==> src/hdl/irdec_pkg.sv <==
// ----------------------------------------------------------------------------
// irdec_pkg
// Types, constants and helper functions of the IR remote frame decoder.
// ----------------------------------------------------------------------------
package irdec_pkg;

  localparam int unsigned FRAME_EDGES    = 34;
  localparam int unsigned CMD_FIRST_EDGE = 18;
  localparam int unsigned CMD_LAST_EDGE  = 25;
  localparam int unsigned LEADER_EDGE    = 2;
  localparam int unsigned KEY_COUNT      = 10;

  localparam int unsigned TICK_W  = 32;
  localparam int unsigned BOUND_W = 16;
  localparam int unsigned IDX_W   = 6;
  localparam int unsigned KEY_W   = 4;
  localparam int unsigned CMD_W   = 8;
  localparam int unsigned REG_W   = 4;

  localparam logic [CMD_W-1:0] KEY_CODES [KEY_COUNT] = '{
    8'h68, 8'h30, 8'h18, 8'h7A, 8'h10, 8'h38, 8'h5A, 8'h42, 8'h4A, 8'h52
  };

  typedef enum logic [1:0] {
    EV_NONE    = 2'd0,
    EV_MATCH   = 2'd1,
    EV_NOMATCH = 2'd2,
    EV_REPEAT  = 2'd3
  } event_kind_t;

  typedef enum logic [REG_W-1:0] {
    REG_LEADER_LOW  = 4'd0,
    REG_LEADER_HIGH = 4'd1,
    REG_REPEAT_LOW  = 4'd2,
    REG_REPEAT_HIGH = 4'd3,
    REG_ZERO_LOW    = 4'd4,
    REG_ZERO_HIGH   = 4'd5,
    REG_ONE_LOW     = 4'd6,
    REG_ONE_HIGH    = 4'd7
  } cfg_reg_t;

  typedef struct packed {
    logic [TICK_W-1:0] edge_tick;
  } in_item_t;

  typedef struct packed {
    logic [KEY_W-1:0] key_value;
    logic [1:0]       event_kind;
    logic [CMD_W-1:0] command_byte;
  } out_item_t;

  typedef struct packed {
    logic [REG_W-1:0]   index;
    logic [BOUND_W-1:0] data;
  } cfg_req_t;

  typedef struct packed {
    logic [BOUND_W-1:0] leader_low;
    logic [BOUND_W-1:0] leader_high;
    logic [BOUND_W-1:0] repeat_low;
    logic [BOUND_W-1:0] repeat_high;
    logic [BOUND_W-1:0] zero_low;
    logic [BOUND_W-1:0] zero_high;
    logic [BOUND_W-1:0] one_low;
    logic [BOUND_W-1:0] one_high;
  } windows_t;

  typedef struct packed {
    logic             hit;
    logic [KEY_W-1:0] key;
  } key_lookup_t;

  function automatic logic in_window(logic [TICK_W-1:0] d, logic [BOUND_W-1:0] lo,
                                     logic [BOUND_W-1:0] hi);
    in_window = (d > TICK_W'(lo)) && (d < TICK_W'(hi));
  endfunction

  function automatic key_lookup_t key_lookup(logic [CMD_W-1:0] code);
    key_lookup_t r;
    r.hit = 1'b0;
    r.key = '0;
    for (int i = KEY_COUNT - 1; i >= 0; i--) begin
      if (KEY_CODES[i] == code) begin
        r.hit = 1'b1;
        r.key = KEY_W'(i);
      end
    end
    return r;
  endfunction

endpackage

==> src/hdl/irdec_stream_if.sv <==
// ----------------------------------------------------------------------------
// irdec_stream_if
// Valid/ready channel carrying one request payload.
// ----------------------------------------------------------------------------
interface irdec_stream_if #(
  parameter type payload_t = logic
);
  logic     valid;
  logic     ready;
  payload_t payload;

  modport source (output valid, output payload, input ready);
  modport sink (input valid, input payload, output ready);
endinterface

==> src/hdl/ir_remote_frame_decoder_top.sv <==
// ----------------------------------------------------------------------------
// ir_remote_frame_decoder_top
// NEC-style IR frame decoder: one result per falling-edge timestamp.
// ----------------------------------------------------------------------------
// A request is registered in the input register, then decoded into the result register.
// Throughput: 1 request per cycle while results are taken; an output stall holds the input.
// A stalled result holds in the result register while one more request waits.
// Reset (rst_n low, synchronous) clears the pipeline, frame state, keys and
// loads the default window bounds.
module ir_remote_frame_decoder_top (
  input logic          clk,
  input logic          rst_n,
  irdec_stream_if.sink   in_,
  irdec_stream_if.source out_,
  irdec_stream_if.sink   cfg_
);

  localparam int unsigned TW = irdec_pkg::TICK_W;
  localparam int unsigned IW = irdec_pkg::IDX_W;
  localparam int unsigned KW = irdec_pkg::KEY_W;
  localparam int unsigned CW = irdec_pkg::CMD_W;

  irdec_pkg::windows_t win;

  irdec_cfg_regs u_cfg (
    .clk   (clk),
    .rst_n (rst_n),
    .cfg_  (cfg_),
    .win   (win)
  );

  logic                  s1_v_r;
  logic [TW-1:0]         s1_tick_r;
  logic                  out_v_r;
  irdec_pkg::out_item_t  out_item_r;
  logic                  adv;

  logic [IW-1:0] edge_idx_r, edge_idx_nxt;
  logic [TW-1:0] last_us_r;
  logic [CW-1:0] cmd_r, cmd_nxt;
  logic [KW-1:0] last_key_r, last_key_nxt;
  logic [KW-1:0] cur_key_r, cur_key_nxt;
  irdec_pkg::event_kind_t ev_nxt;

  logic [TW-1:0] us;
  logic [TW-1:0] d;
  logic          measured;
  logic [IW-1:0] idx_inc;
  logic [2:0]    bit_pos;
  irdec_pkg::key_lookup_t lk;

  assign adv       = s1_v_r && (!out_v_r || out_.ready);
  assign in_.ready = !s1_v_r || adv;
  assign out_.valid   = out_v_r;
  assign out_.payload = out_item_r;

  assign us       = (s1_tick_r << 3) + (s1_tick_r << 1);
  assign d        = us - last_us_r;
  assign measured = edge_idx_r != '0;
  assign idx_inc  = edge_idx_r + IW'(1);
  assign bit_pos  = 3'(IW'(irdec_pkg::CMD_LAST_EDGE) - edge_idx_r);
  assign lk       = irdec_pkg::key_lookup(cmd_nxt);

  always_comb begin
    edge_idx_nxt = edge_idx_r;
    cmd_nxt      = cmd_r;
    last_key_nxt = last_key_r;
    cur_key_nxt  = cur_key_r;
    ev_nxt       = irdec_pkg::EV_NONE;
    if (measured && irdec_pkg::in_window(d, win.repeat_low, win.repeat_high)) begin
      cur_key_nxt  = last_key_r;
      edge_idx_nxt = '0;
      ev_nxt       = irdec_pkg::EV_REPEAT;
    end else begin
      if (measured && irdec_pkg::in_window(d, win.leader_low, win.leader_high)) begin
        edge_idx_nxt = IW'(irdec_pkg::LEADER_EDGE);
      end else begin
        if (edge_idx_r >= IW'(irdec_pkg::CMD_FIRST_EDGE) &&
            edge_idx_r <= IW'(irdec_pkg::CMD_LAST_EDGE) &&
            edge_idx_r < IW'(irdec_pkg::FRAME_EDGES)) begin
          if (irdec_pkg::in_window(d, win.zero_low, win.zero_high)) begin
            cmd_nxt[bit_pos] = 1'b0;
          end else if (irdec_pkg::in_window(d, win.one_low, win.one_high)) begin
            cmd_nxt[bit_pos] = 1'b1;
          end
        end
        edge_idx_nxt = idx_inc;
      end
      if (edge_idx_nxt == IW'(irdec_pkg::FRAME_EDGES)) begin
        edge_idx_nxt = '0;
        if (lk.hit) begin
          cur_key_nxt  = lk.key;
          last_key_nxt = lk.key;
          ev_nxt       = irdec_pkg::EV_MATCH;
        end else begin
          cur_key_nxt = '0;
          ev_nxt      = irdec_pkg::EV_NOMATCH;
        end
      end
    end
  end

  always_ff @(posedge clk) begin
    if (!rst_n) begin
      s1_v_r     <= 1'b0;
      out_v_r    <= 1'b0;
      edge_idx_r <= '0;
      last_us_r  <= '0;
      cmd_r      <= '0;
      last_key_r <= '0;
      cur_key_r  <= '0;
    end else begin
      if (in_.ready) begin
        s1_v_r <= in_.valid;
      end
      if (adv) begin
        out_v_r    <= 1'b1;
        edge_idx_r <= edge_idx_nxt;
        last_us_r  <= us;
        cmd_r      <= cmd_nxt;
        last_key_r <= last_key_nxt;
        cur_key_r  <= cur_key_nxt;
      end else if (out_.ready) begin
        out_v_r <= 1'b0;
      end
    end
  end

  always_ff @(posedge clk) begin
    if (in_.valid && in_.ready) begin
      s1_tick_r <= in_.payload.edge_tick;
    end
    if (adv) begin
      out_item_r.key_value    <= cur_key_nxt;
      out_item_r.event_kind   <= ev_nxt;
      out_item_r.command_byte <= cmd_nxt;
    end
  end

  a_frame_end_restarts: assert property (@(posedge clk) disable iff (!rst_n)
    (adv && ev_nxt != irdec_pkg::EV_NONE) |=> edge_idx_r == '0)
    else $error("edge index not cleared after frame end or repeat");

  a_idx_below_frame: assert property (@(posedge clk) disable iff (!rst_n)
    edge_idx_r != IW'(irdec_pkg::FRAME_EDGES))
    else $error("edge index reached frame length");

  a_key_range: assert property (@(posedge clk) disable iff (!rst_n)
    cur_key_r < KW'(irdec_pkg::KEY_COUNT) && last_key_r < KW'(irdec_pkg::KEY_COUNT))
    else $error("key out of range");

  a_ready_when_empty: assert property (@(posedge clk) disable iff (!rst_n)
    !out_v_r |-> in_.ready)
    else $error("input stalled with empty result register");

endmodule

==> src/hdl/irdec_cfg_regs.sv <==
// ----------------------------------------------------------------------------
// irdec_cfg_regs
// Window bound registers of the IR frame decoder, written over the cfg channel.
// ----------------------------------------------------------------------------
module irdec_cfg_regs (
  input  logic                clk,
  input  logic                rst_n,
  irdec_stream_if.sink        cfg_,
  output irdec_pkg::windows_t win
);

  irdec_pkg::windows_t win_r;

  assign cfg_.ready = 1'b1;
  assign win        = win_r;

  always_ff @(posedge clk) begin
    if (!rst_n) begin
      win_r.leader_low  <= 16'd13000;
      win_r.leader_high <= 16'd14000;
      win_r.repeat_low  <= 16'd11000;
      win_r.repeat_high <= 16'd12000;
      win_r.zero_low    <= 16'd1000;
      win_r.zero_high   <= 16'd1500;
      win_r.one_low     <= 16'd2000;
      win_r.one_high    <= 16'd2500;
    end else if (cfg_.valid) begin
      case (cfg_.payload.index)
        irdec_pkg::REG_LEADER_LOW:  win_r.leader_low  <= cfg_.payload.data;
        irdec_pkg::REG_LEADER_HIGH: win_r.leader_high <= cfg_.payload.data;
        irdec_pkg::REG_REPEAT_LOW:  win_r.repeat_low  <= cfg_.payload.data;
        irdec_pkg::REG_REPEAT_HIGH: win_r.repeat_high <= cfg_.payload.data;
        irdec_pkg::REG_ZERO_LOW:    win_r.zero_low    <= cfg_.payload.data;
        irdec_pkg::REG_ZERO_HIGH:   win_r.zero_high   <= cfg_.payload.data;
        irdec_pkg::REG_ONE_LOW:     win_r.one_low     <= cfg_.payload.data;
        irdec_pkg::REG_ONE_HIGH:    win_r.one_high    <= cfg_.payload.data;
        default: ;
      endcase
    end
  end

endmodule

==> src/flat_wrapper.sv <==
// flat-port wrapper written by rule: the top's interface ports become plain ports
module ir_remote_frame_decoder_top_flat 
  (clk, rst_n, in__valid, in__payload, in__ready, out__valid, out__payload, out__ready, cfg__valid, cfg__payload, cfg__ready);
  irdec_stream_if #(.payload_t(irdec_pkg::in_item_t)) in__i ();
  irdec_stream_if #(.payload_t(irdec_pkg::out_item_t)) out__i ();
  irdec_stream_if #(.payload_t(irdec_pkg::cfg_req_t)) cfg__i ();
  input logic clk;
  input logic rst_n;
  input wire logic [$bits(in__i.valid)-1:0] in__valid;
  input wire logic [$bits(in__i.payload)-1:0] in__payload;
  output wire logic [$bits(in__i.ready)-1:0] in__ready;
  output wire logic [$bits(out__i.valid)-1:0] out__valid;
  output wire logic [$bits(out__i.payload)-1:0] out__payload;
  input wire logic [$bits(out__i.ready)-1:0] out__ready;
  input wire logic [$bits(cfg__i.valid)-1:0] cfg__valid;
  input wire logic [$bits(cfg__i.payload)-1:0] cfg__payload;
  output wire logic [$bits(cfg__i.ready)-1:0] cfg__ready;
  assign in__i.valid = in__valid;
  assign in__i.payload = in__payload;
  assign in__ready = in__i.ready;
  assign out__valid = out__i.valid;
  assign out__payload = out__i.payload;
  assign out__i.ready = out__ready;
  assign cfg__i.valid = cfg__valid;
  assign cfg__i.payload = cfg__payload;
  assign cfg__ready = cfg__i.ready;
  ir_remote_frame_decoder_top u_core (.clk(clk), .rst_n(rst_n), .in_(in__i), .out_(out__i), .cfg_(cfg__i));
endmodule
==> config.mk <==
export PLATFORM = sky130hd
export DESIGN_NAME = ir_remote_frame_decoder_top_flat
export DESIGN_NICKNAME = d
export VERILOG_FILES = /design/src/hdl/irdec_pkg.sv /design/src/hdl/irdec_stream_if.sv /design/src/hdl/ir_remote_frame_decoder_top.sv /design/src/hdl/irdec_cfg_regs.sv /design/src/flat_wrapper.sv
export SDC_FILE = /design/constraint.sdc
export NUM_CORES = 1
export LEC_CHECK = 0
export BUFFER_PORTS_ARGS = -buffer_cell sky130_fd_sc_hd__buf_2
export CAP_MARGIN = 15
export CELL_PAD_IN_SITES_DETAIL_PLACEMENT = 0
export CELL_PAD_IN_SITES_GLOBAL_PLACEMENT = 1
export CORE_MARGIN = 2
export CORE_UTILIZATION = 30
export DETAILED_ROUTE_END_ITERATION = 6
export PLACE_DENSITY = 0.58
export RECOVER_POWER = 50
export SYNTH_ARGS = -nofsm -noshare
export SYNTH_HDL_FRONTEND = slang
export SYNTH_HIERARCHICAL = 1
export SYNTH_SLANG_ARGS = --single-unit
==> constraint.sdc <==
create_clock -name clk -period 8.15 [get_ports clk]
set_clock_uncertainty 0.1 [all_clocks]
set_input_delay 0.4075 -clock clk [delete_from_list [all_inputs] [get_ports clk]]
set_output_delay 0.4075 -clock clk [all_outputs]
set_load 0.005 [all_outputs]
Yosys cells after proc, flatten, opt, wreduce, memory -nomap -nowiden

Index checks and enable logic that the tools add are counted.

Add/subtract/negate cells: 4
Order comparisons: 13
Equal/unequal tests: 18
Multiplexer cells: 28
Bitwise gates (word level): 4
Reductions and logical operators: 27

Operators with widths:

| kind                | count |
|---|---|
| $gt 32x16->1        | 4 |
| $lt 32x16->1        | 4 |
| $mux 5              | 10 |
| $eq 7x8->1 const A  | 6 |
| $mux 8              | 5 |
| $add 32x32->32      | 1 |
| $sub 32x32->32      | 1 |
| $mux 6              | 4 |
| $eq 4x3->1 const B  | 4 |
| $eq 5x8->1 const A  | 2 |
| $eq 6x8->1 const A  | 2 |
| $reduce_and 2->1    | 8 |
| $mux 4              | 3 |
| $logic_and 1x1->1   | 11 |
| $and 8x8->8         | 1 |
| $eq 4x2->1 const B  | 2 |
| $not 8->8           | 1 |
| $or 8x8->8          | 1 |
| $add 6x1->6 const B | 1 |
| $eq 6x6->1 const B  | 1 |
| $ge 6x5->1 const B  | 1 |
| $le 6x5->1 const B  | 1 |
| $lt 6x6->1 const B  | 1 |
| $reduce_bool 6->1   | 1 |
| other kinds (13)    | 18 |

Register bits: 229
Output and inout bits: 17

Longest topological paths before layout

Gate-level depths: netlist of the first run.

Depth in word-level cells: 25
Depth in mapped cells: 33

By module

Netlist of the first run, hierarchy kept.

Modules (own cells, without submodules):

| module                      | times used | cells each | area an instance (µm²) |
|---|---|---|---|
| ir_remote_frame_decoder_top | 1          | 1366       | 10851.7 |
| irdec_cfg_regs              | 1          | 501        | 4948.5 |

Least setup slack after synthesis of the first run

Ideal clock, no wire load.

Path type: reg-to-reg
Start: register u_core.s1_tick_r[1]
End: register u_core.out_item_r (netlist bit u_core/out_.payload[11]), data pin
Setup time: 0.129 ns
Data arrival time: 6.936 ns
Path slack: 0.985 ns
Stages on the path, launching flop included: 30
Path buffers: 2
Period minus slack after synthesis: 7.165 ns
Cell sequence: edfxtp_1 -> ha_1 -> a21o_1 -> a21oi_1 -> o21bai_1 -> a21o_1 -> a21oi_1 -> nor4_1 -> o31a_1 -> xor2_1 -> ha_1 -> buf_2 -> and3_1 -> a221o_1 -> nor2_1 -> xnor2_1 -> ha_1 -> and4_1 -> a311oi_1 -> nand2_1 -> a2111oi_1 -> nor3b_1 -> and4_1 -> clkbuf_1 -> or4_1 -> o221ai_1 -> nor2_1 -> o41a_1 -> a21oi_1 -> mux2_2

Cells in the longest elaborated chain, start to end: 23
Elaborated cells between the ends (all ways): 47
Classes of those cells: add/sub (2); order compare (8); eq/ne (11); mux (20); reduce/logical (6)

Ends and longest elaborated chain:

| element                                             | line                               | text |
|---|---|---|
| from (decl)                                         | ir_remote_frame_decoder_top.sv:33  | `logic [TW-1:0] s1_tick_r;` |
| from (signal assigned)                              | ir_remote_frame_decoder_top.sv:131 | `s1_tick_r <= in_.payload.edge_tick;` |
| $add 32x32->32 (*)                                  | ir_remote_frame_decoder_top.sv:57  | `assign us = (s1_tick_r << 3) + (s1_tick_r << 1);` |
| named net u_core.us[14]                             | ir_remote_frame_decoder_top.sv:45  | `logic [TW-1:0] us;` |
| $sub 32x32->32 (*)                                  | ir_remote_frame_decoder_top.sv:58  | `assign d = us - last_us_r;` |
| $gt 32x16->1 / $lt 32x16->1 (equally long branches) | irdec_pkg.sv:75                    | `in_window = (d > TICK_W'(lo)) && (d < TICK_W'(hi));` |
| $logic_and 1x1->1                                   | irdec_pkg.sv:75                    |  |
| $mux 8                                              | ir_remote_frame_decoder_top.sv:83  | `end else if (irdec_pkg::in_window(d, win.one_low, win.one_high)) begin` |
| $mux 8                                              | ir_remote_frame_decoder_top.sv:81  | `if (irdec_pkg::in_window(d, win.zero_low, win.zero_high)) begin` |
| $mux 8                                              | ir_remote_frame_decoder_top.sv:78  | `if (edge_idx_r >= IW'(irdec_pkg::CMD_FIRST_EDGE) &&` |
| $mux 8                                              | ir_remote_frame_decoder_top.sv:75  | `if (measured && irdec_pkg::in_window(d, win.leader_low, win.leader_high)) begin` |
| $mux 8                                              | ir_remote_frame_decoder_top.sv:70  | `if (measured && irdec_pkg::in_window(d, win.repeat_low, win.repeat_high)) begin` |
| $eq 7x8->1                                          | irdec_pkg.sv:83                    | `if (KEY_CODES[i] == code) begin` |
| $mux 5 (10 in a row)                                | irdec_pkg.sv:83                    |  |
| $mux 4                                              | ir_remote_frame_decoder_top.sv:91  | `if (lk.hit) begin` |
| $mux 4                                              | ir_remote_frame_decoder_top.sv:89  | `if (edge_idx_nxt == IW'(irdec_pkg::FRAME_EDGES)) begin` |
| $mux 4 (*)                                          | ir_remote_frame_decoder_top.sv:70  |  |
| named net u_core.cur_key_nxt[1]                     | ir_remote_frame_decoder_top.sv:42  | `logic [KW-1:0] cur_key_r, cur_key_nxt;` |
| to (decl)                                           | ir_remote_frame_decoder_top.sv:35  | `irdec_pkg::out_item_t out_item_r;` |

The timed path passes the listed nets; every way through them passes the cells marked *. The select of a mux whose other input is x is not followed.
A chain may end at the register's enable or synchronous reset.

Final worst setup path of the first run

Start: register u_core.s1_tick_r[3]
End: register u_core.last_key_r[1]

Cells in the longest elaborated chain, start to end: 21
Elaborated cells between the ends (all ways): 46
Classes of those cells: add/sub (2); order compare (8); eq/ne (11); mux (17); bitwise (1); reduce/logical (7)

Ends and longest elaborated chain:

| element                                             | line                               | text |
|---|---|---|
| $add 32x32->32 (*)                                  | ir_remote_frame_decoder_top.sv:57  |  |
| named net u_core.us[30]                             | ir_remote_frame_decoder_top.sv:45  |  |
| $sub 32x32->32 (*)                                  | ir_remote_frame_decoder_top.sv:58  |  |
| $gt 32x16->1 / $lt 32x16->1 (equally long branches) | irdec_pkg.sv:75                    |  |
| $logic_and 1x1->1                                   | irdec_pkg.sv:75                    |  |
| $mux 8                                              | ir_remote_frame_decoder_top.sv:83  |  |
| $mux 8                                              | ir_remote_frame_decoder_top.sv:81  |  |
| $mux 8                                              | ir_remote_frame_decoder_top.sv:78  |  |
| $mux 8                                              | ir_remote_frame_decoder_top.sv:75  |  |
| $mux 8                                              | ir_remote_frame_decoder_top.sv:70  |  |
| $eq 7x8->1                                          | irdec_pkg.sv:83                    |  |
| $mux 5 (10 in a row)                                | irdec_pkg.sv:83                    |  |
| $reduce_and 4->1 (no source line)                   | n/a                                |  |
| to (signal assigned)                                | ir_remote_frame_decoder_top.sv:121 | `last_key_r <= last_key_nxt;` |
| to (decl)                                           | ir_remote_frame_decoder_top.sv:41  | `logic [KW-1:0] last_key_r, last_key_nxt;` |

Marked as above.

==> results.cfg, run 1 <==
[worst_hold_path]
hold_path.startpoint = cfg__payload[2]
hold_path.class = primary input to flip-flop

[clock_network]
cts_tree = built
cts_max_level = 1
clk_path_buf_depth = 3
clkTransAtPathRegs_ps = 60
clockRootBuffer = clkbuf_16
numCtsBuffers = 31
clock-sinks = 228
clk_latency_ps = 600

[grt]
grt_pass1_wl_mm = 70.7
antenna_found_initial = 0
grt_pass1_vias = 12900
grt_overflow = 0
grt_use_total = 0.163
grt_max_degree = 89

[job]
cap_violations = 3

[synthesis]
synth_edf_count = 45
synth_area_per_cell_sq_um = 8.46
synth_area_leader_cell = dfxtp_1
synth_warnings = 6
synth_flop_cell = dfxtp_1
synth-async-reset-ratio = 0
ys_types = 102
synth_area_sq_um = 15800
syn-num-nets = 2108
syn_inst = 1867
netlist.area_leader.share = 0.232
ys_seq_area_frac = 0.317
synthTopCellsByArea = dfxtp_1 23%, ha_1 14%, edfxtp_1 8.6%
synth_seq_cells = 228

[sta]
final-setup-viol-count = 0
min_period_over_period = 0.937
timing.slew.headroom = -1.62
setup_slack_ps = 516
max_freq_mhz = 131
hold_viol = 0
finalSetupTns_ps = 0
grt_setup_unrepaired = no
tightest_slew_ps = 3930
slew_violations = 170
period_needed_ps = 7630

[routing]
viasPerCell = 4.93
route.antenna.remaining_nets = 0
dr_total_vias = 13200
drtIter0Drc = 606
first_pass_iters = 4
wl_per_cell_um = 16.5
wl_mm = 44.2
drc = 0

[placed_design]
hpwlAfterDp_mm = 32.5
globalplace.congestion = 0.831
pre_cts_ws_ps = 137
io_buffers = 71

[die]
io-pin-count = 74
start_util = 0.302
fp.coreArea_sq_um = 52300
die_h_um = 233
dieArea_sq_um = 54500
rows = 84
die_w_um = 233

[critical_path]
critPathBufInv = 1
crit_type = flip-flop to flip-flop
crit_required_ps = 8560
worstSetupEndpointType = flip-flop
cp_data_arrival_time_ps = 8040
cp_max_fo = 8
r2r-start = u_core/s1_tick_r[3]
cp_slowest_cell = edfxtp_1
crit_path_max_incr_delay_ps = 420
crit_family = compound AO/OA/AOI/OAI gates
crit_start = u_core/s1_tick_r[3]
startpoint_type = flip-flop
critical_path.most_common_cell = a21oi_1

[status]
outcome = finished with violations
violations = max-capacitance violations, max-slew violations

[power_and_ir_drop]
powerDensity_nw_per_um2 = 242
power_leakage_nw = 8.04
max-vdd-ir-drop_v = 0.000149

[layout]
antenna_cells = 0
layout-drive-gt1-share = 0.0948
area_growth_pct = 15.9
fin_nets = 2210
## worst paths after layout
check        cells after the start                    to  slack (ps)
min                              3   u_core/u_cfg/win[2]          30
max                             31  u_core/last_key_r[1]         520
max reg2reg                     31  u_core/last_key_r[1]         520
min reg2reg                      2  u_core/last_us_r[27]         350
## worst reg2reg max path: cells and delay by family (launching register included)
family / cells / cell delay [ps]
AO/OA/AOI/OAI: 21 / 4830
AND/OR/NAND/NOR: 5 / 950
adder cells (fa/ha/maj): 2 / 690
flip-flops: 1 / 420
XOR/XNOR: 2 / 370
buffers and inverters: 1 / 200
## routing by layer
metal  vias up  global-route usage  wire length, um
met5         -                   0                0
met4         0              0.0382             1010
met3        55              0.0182             1280
met2       163               0.266            19600
met1      6240               0.229            22300
li1       6765                   -                -
## what timing repair did
item | in CTS | in global routing
endpoints found under the setup margin | 0 | 14
endpoints found under the hold margin | 36 | 0
gates resized for setup | 0 | 13
hold buffers | 35 | 0
buffers inserted | 0 | 1
## through the flow
| step | util | area [sq um] | power [mW] | cells | hold WS (ps) |
|---|---|---|---|---|---|
| after CTS | 0.350 | 18300 | 4.49 | 2680 | 5.00 |
| after global routing | 0.350 | 18300 | 4.77 | 2682 | 51.3 |
| after floorplan | - | 15800 | 2.47 | 1867 | 332 |
| after global placement | 0.323 | 16900 | 3.08 | 2587 | 340 |
| final | 0.350 | 18300 | 4.44 | 2682 | 34.7 |
| after detailed placement | 0.323 | 16900 | 3.09 | 2587 | 346 |
## logic make-up (layout without fill, tap and decap cells)
group / Yosys count / in the layout / synth area share
and+or+nand+nor: 578 / 578 / 0.184
adders and majority gates: 184 / 184 / 0.147
buffers and inverters: 266 / 393 / 0.0699
xor gates and xnor gates: 51 / 51 / 0.0283
muxes: 101 / 101 / 0.0641
other: 1 / 1 / 0.000237
AOI/OAI and AO/OA: 458 / 458 / 0.189
DFF: 228 / 228 / 0.317
## registers in the layout (all words and copies together), names as in the netlist
| register | flops |
|---|---|
| u_core/out_.valid | 1 |
| u_core/s1_v_r | 1 |
| u_core/last_us_r | 31 |
| u_core/last_key_r | 4 |
| u_core/edge_idx_r | 6 |
| u_core/cmd_r | 8 |
| u_core/cur_key_r | 4 |
| u_core/u_cfg/win | 128 |
| u_core/s1_tick_r | 31 |
| u_core/out_.payload | 14 |
## cell usage in the layout, fill, tap and decap left out, drive strengths merged, types with 24 or more instances in the layout
cell type	synthesis	routed
buf	34	92
a21oi	197	197
edfxtp	45	45
ha	182	182
mux2i	99	99
clkbuf	44	71
dfxtp	183	183
nand3	24	24
nor2b	48	48
dlygate4sd3	0	35
nand2b	46	46
o21ai	72	72
nor2	93	93
inv	186	188
nor3	30	30
nand2	224	224
a21o	52	52
nand4	32	32
xnor2	35	35
## power breakdown
| group | switching, mW | internal [mW] | total [mW] | leakage (nW) |
|---|---|---|---|---|
| logic | 1.14 | 0.742 | 1.88 | 5.62 |
| registers | 0.0187 | 1.19 | 1.20 | 1.91 |
| clock network | 0.536 | 0.817 | 1.35 | 0.499 |
## synthesized netlist by cell type, types with 28 or more instances
cell        n
nor2b_1    47
nand2_1   219
nand4_1    31
clkbuf_1   44
dfxtp_1   183
ha_1      182
edfxtp_1   45
xnor2_1    35
a21o_1     51
nor3_1     28
o21ai_0    69
inv_1     184
nand2b_1   46
a21oi_1   197
nor2_1     92
mux2i_1    99
## cell type report
class / instances / area (sq um)
Timing Repair Buffer: 147 / 978
Sequential cell: 228 / 5010
Multi-Input combinational cell: 1373 / 9730
Clock inverter: 7 / 78.8
Tap cell: 688 / 861
Inverter: 188 / 711
Clock buffer: 51 / 942
Fill cell: 5496 / 34000
No activity file was read; power rests on OpenSTA's default activity.
==> inputs of run 2 (changes only) <==
--- a/config.mk
+++ b/config.mk
@@ -10,9 +10,9 @@
 export CELL_PAD_IN_SITES_DETAIL_PLACEMENT = 0
 export CELL_PAD_IN_SITES_GLOBAL_PLACEMENT = 1
 export CORE_MARGIN = 2
-export CORE_UTILIZATION = 30
+export CORE_UTILIZATION = 48
 export DETAILED_ROUTE_END_ITERATION = 6
-export PLACE_DENSITY = 0.58
+export PLACE_DENSITY = 0.84
 export RECOVER_POWER = 50
 export SYNTH_ARGS = -nofsm -noshare
 export SYNTH_HDL_FRONTEND = slang
==> results.cfg, run 2 (synthesized netlist as in run 1, its figures left out) <==
[status]
outcome = finished with violations
violations = max-capacitance violations, max-slew violations

[routing]
drc = 0
dr_wl_met3_mm = 1.52
wl_mm = 39.5
drtIter0Drc = 780
first_pass_iters = 6
dr_total_vias = 13200
met1Wirelength_mm = 19.0
met2WireLength_mm = 18.1
top_layer = met4
route.antenna.remaining_nets = 0
wl_per_cell_um = 16.4
viasPerCell = 5.48

[worst_hold_path]
hold_path.class = primary input to flip-flop
hold_path.startpoint = cfg__payload[6]

[critical_path]
worstSetupEndpointType = flip-flop
cp_slowest_cell = or4_4
rr_endpoint = u_core/last_key_r[2]
crit_required_ps = 8510
r2r_cells = 32
critical_path.most_common_cell = a21oi_1
cp-endpoint = u_core/last_key_r[2]
crit_path_max_incr_delay_ps = 540
crit_start = u_core/s1_tick_r[1]
cp_max_fo = 8
r2r_slack_ps = 420
startpoint_type = flip-flop
crit_type = flip-flop to flip-flop
cp_data_arrival_time_ps = 8080
r2r-start = u_core/s1_tick_r[1]

[die]
die_w_um = 185
rows = 66
start_util = 0.487
die_h_um = 185
dieArea_sq_um = 34400
fp.coreArea_sq_um = 32500
io-pin-count = 74

[clock_network]
clk_path_buf_depth = 3
clk_latency_ps = 540
cts_tree = built
clockRootBuffer = clkbuf_16
clock-sinks = 228
cts_max_level = 1
clkTransAtPathRegs_ps = 60
numCtsBuffers = 28

[sta]
final-setup-viol-count = 0
grt_setup_unrepaired = yes
hold_viol = 0
min_period_over_period = 0.948
worst_hold_slack_ps = 43.2
timing.slew.headroom = -1.38
max_freq_mhz = 129
period_needed_ps = 7730
finalSetupTns_ps = 0
slew_violations = 194
tightest_slew_ps = 3570

[placed_design]
globalplace.congestion = 0.860
dp.cells = 2328
io_buffers = 71
hpwlAfterDp_mm = 28.4

[power_and_ir_drop]
max-vdd-ir-drop_v = 0.000217
power_leakage_nw = 7.94
powerDensity_nw_per_um2 = 240

[layout]
final_cell_mix = 219 x nand2_1, 196 x a21oi_1, 183 x inv_1, 183 x dfxtp_1, 181 x ha_1
fin_util = 0.550
antenna_cells = 0
area_growth_pct = 13.0
layout_commonest_cell = nand2_1
fin_nets = 2192
fin_cells = 2414
layout-drive-gt1-share = 0.0913
largest_reg_flops = 128

[grt]
grt_max_degree = 83
grt_pass1_wl_mm = 65.0
grt_overflow = 0
grt_pass1_vias = 12900
antenna_found_initial = 0
grt_use_total = 0.233

[job]
cap_violations = 3
-- run 2: cell types whose count changed in the layout (fill, tap and decap cells not counted), sizes merged --
cell         before  now
inv             188  187
buf              92   83
clkinvlp          1    0
clkbuf           71   62
dlygate4sd3      35   32
clkinv            5    6
-- run 2: through the flow --
step                      total power [mW]  setup WS [ps]  cell area (sq um)
after detailed placement              3.01            246              16500
final                                 4.29            424              17900
after global routing                  4.58          -20.5              17900
after floorplan                       2.47            985              15800
after global placement                2.97            302              16500
after CTS                             4.29            171              17800
-- run 2: layout make-up --
cell class	count	area, sq um
Fill cell	2992	14600
Multi-Input combinational cell	1373	9770
Sequential cell	228	5010
Timing Repair Buffer	132	877
Clock buffer	45	867
Inverter	188	711
Tap cell	442	553
Clock inverter	6	61.3
-- run 2: power by group --
group / internal, mW / switching, mW
logic: 0.726 / 1.10
clock network: 0.756 / 0.497
registers: 1.18 / 0.0183
-- run 2: what timing repair did --
action / CTS / global route
gates resized for setup: 0 / 17
buffers inserted: 0 / 2
setup endpoints to repair: 0 / 14
hold buffers: 32 / 0
endpoints found under the hold margin: 32 / 0
-- run 2: critical path, delay by kind of cell, from the launching register on --
family / cells / cell delay, ps
compound gates: 20 / 4320
simple gates: 6 / 1490
fa+ha+maj: 2 / 700
flops: 1 / 400
xor+xnor: 2 / 360
buf+inv: 2 / 280
-- run 2: worst min path at each step --
stage / depth (start not counted) / to / slack, ps
2_1_floorplan: 2 / u_core/last_us_r[30] / 330
3_3_place_gp: 2 / u_core/last_us_r[30] / 340
3_5_place_dp: 2 / u_core/last_us_r[30] / 340
4_1_cts: 3 / u_core/u_cfg/win[102] / 20
5_1_grt: 3 / u_core/u_cfg/win[102] / 60
6_report: 3 / u_core/u_cfg/win[102] / 40
-- run 2: layer usage --
metal | global-route usage | up-vias
li1 | - | 6742
met1 | 0.320 | 6155
met2 | 0.392 | 277
met3 | 0.0263 | 55
met4 | 0.0546 | 0
met5 | 0 | -
==> inputs of run 3 (changes only) <==
--- a/config.mk
+++ b/config.mk
@@ -9,11 +9,13 @@
 export CAP_MARGIN = 15
 export CELL_PAD_IN_SITES_DETAIL_PLACEMENT = 0
 export CELL_PAD_IN_SITES_GLOBAL_PLACEMENT = 1
+export CORE_ASPECT_RATIO = 0.5
 export CORE_MARGIN = 2
 export CORE_UTILIZATION = 48
 export DETAILED_ROUTE_END_ITERATION = 6
 export PLACE_DENSITY = 0.84
 export RECOVER_POWER = 50
+export REMOVE_ABC_BUFFERS = 1
 export SYNTH_ARGS = -nofsm -noshare
 export SYNTH_HDL_FRONTEND = slang
 export SYNTH_HIERARCHICAL = 1
==> results.cfg, run 3 (synthesized netlist as in run 1, its figures left out) <==
[status]
outcome = finished with violations
violations = max-capacitance violations, max-slew violations

[grt]
antenna_found_initial = 0
grt_pass1_wl_mm = 64.9
grt_max_degree = 68
grt_overflow = 0
grt_use_total = 0.233
grt_pass1_vias = 12400

[placed_design]
hpwlAfterDp_mm = 28.8
globalplace.congestion = 0.940
io_buffers = 71

[clock_network]
numCtsBuffers = 24
clk_latency_ps = 550
clock-sinks = 228
clk_path_buf_depth = 3
clkTransAtPathRegs_ps = 70
cts_max_level = 1
cts_tree = built
clockRootBuffer = clkbuf_16

[sta]
period_needed_ps = 7670
min_period_over_period = 0.941
hold_viol = 0
tightest_slew_ps = 1610
grt_setup_unrepaired = no
final-setup-viol-count = 0
max_freq_mhz = 130
timing.slew.headroom = -0.0708
slew_violations = 32
finalSetupTns_ps = 0

[routing]
route.antenna.remaining_nets = 0
drtIter0Drc = 841
wl_per_cell_um = 16.5
dr_total_vias = 13100
wl_mm = 39.9
viasPerCell = 5.45
drc = 0
first_pass_iters = 6

[power_and_ir_drop]
combPwrFrac = 0.440
power_leakage_nw = 7.99
powerDensity_nw_per_um2 = 241
p_clk_frac = 0.279
finalPower_mw = 4.28
max-vdd-ir-drop_v = 0.000146
swShare = 0.384
p_switching_mw = 1.64
pwr-share-seq = 0.281
internal_power_mw = 2.64

[layout]
final_cell_mix = 223 x nand2_1, 196 x a21oi_1, 183 x inv_1, 183 x dfxtp_1, 182 x ha_1
largest_reg_flops = 128
fin_nets = 2204
layout_commonest_cell = nand2_1
layout-drive-gt1-share = 0.0965
area_growth_pct = 12.7

[worst_hold_path]
hold_path.class = primary input to flip-flop
hold_path.startpoint = cfg__payload[6]

[critical_path]
crit_type = flip-flop to flip-flop
crit_start = u_core/s1_tick_r[3]
r2r-start = u_core/s1_tick_r[3]
crit_required_ps = 8530
worstSetupEndpointType = flip-flop
cp_data_arrival_time_ps = 8050
cp_slowest_cell = or4_1
crit_path_max_incr_delay_ps = 600
startpoint_type = flip-flop
cp_max_fo = 8

[die]
dieArea_sq_um = 34500
die_h_um = 132
rows = 46
io-pin-count = 74
start_util = 0.493
die_w_um = 261
fp.coreArea_sq_um = 32100

[job]
cap_violations = 1
## run 3: per-layer routing
metal | part of all wire | vias up | GRT usage
met5 | 0 | - | 0
met4 | 0.021 | 0 | 0.0514
met3 | 0.047 | 52 | 0.0354
met2 | 0.44 | 250 | 0.379
met1 | 0.49 | 6084 | 0.326
li1 | - | 6759 | -
## run 3: power groups by stage
stage	registers (mW)	logic (mW)	clock network, mW
after floorplan	1.22	1.22	0
after global placement	1.23	1.82	0
after detailed placement	1.23	1.84	0
after CTS	1.20	1.86	1.22
after global routing	1.21	2.10	1.27
final	1.20	1.89	1.20
## run 3: through the flow
stage | area, sq um | setup WS (ps) | hold slack [ps] | std cells | utilization
after floorplan | 15400 | 1070 | 332 | 1789 | -
after global placement | 16600 | 425 | 339 | 2336 | 0.519
after detailed placement | 16600 | 365 | 346 | 2336 | 0.519
after CTS | 17800 | 344 | 19.1 | 2411 | 0.556
after global routing | 17800 | 28.2 | 22.2 | 2412 | 0.555
final | 17800 | 477 | 38.4 | 2413 | 0.555
## run 3: layout make-up
type	instances	area, sq um
well taps	432	541
inverters	188	711
flip-flops and latches	228	5010
multi-input cells	1373	9670
repair buffers	148	1000
fillers	3010	14300
clock inverters	7	87.6
diodes	1	2.50
clock buffers	36	769
## run 3: path summary, 6_finish.rpt
kind,endpoint,depth (start not counted),slack [ps]
setup / recovery,u_core/cur_key_r[1],33,480
hold / removal,u_core/u_cfg/win[102],3,40
setup reg to reg,u_core/cur_key_r[1],33,480
hold reg to reg,u_core/last_us_r[30],2,350
## run 3: critical path, delay by kind of cell, from the launching register on
kind	cells	cell delay (ps)
AO/OA/AOI/OAI	12	2450
XOR/XNOR	2	330
adder cells (fa/ha/maj)	3	930
buffers and inverters	3	530
flip-flops	1	430
AND/OR/NAND/NOR	13	2840
## run 3: what timing repair did
| action | CTS | global route |
|---|---|---|
| resized for setup | 0 | 6 |
| setup buffers | 0 | 1 |
| hold endpoints to repair | 32 | 0 |
| setup endpoints to repair | 0 | 14 |
| hold buffers | 32 | 0 |
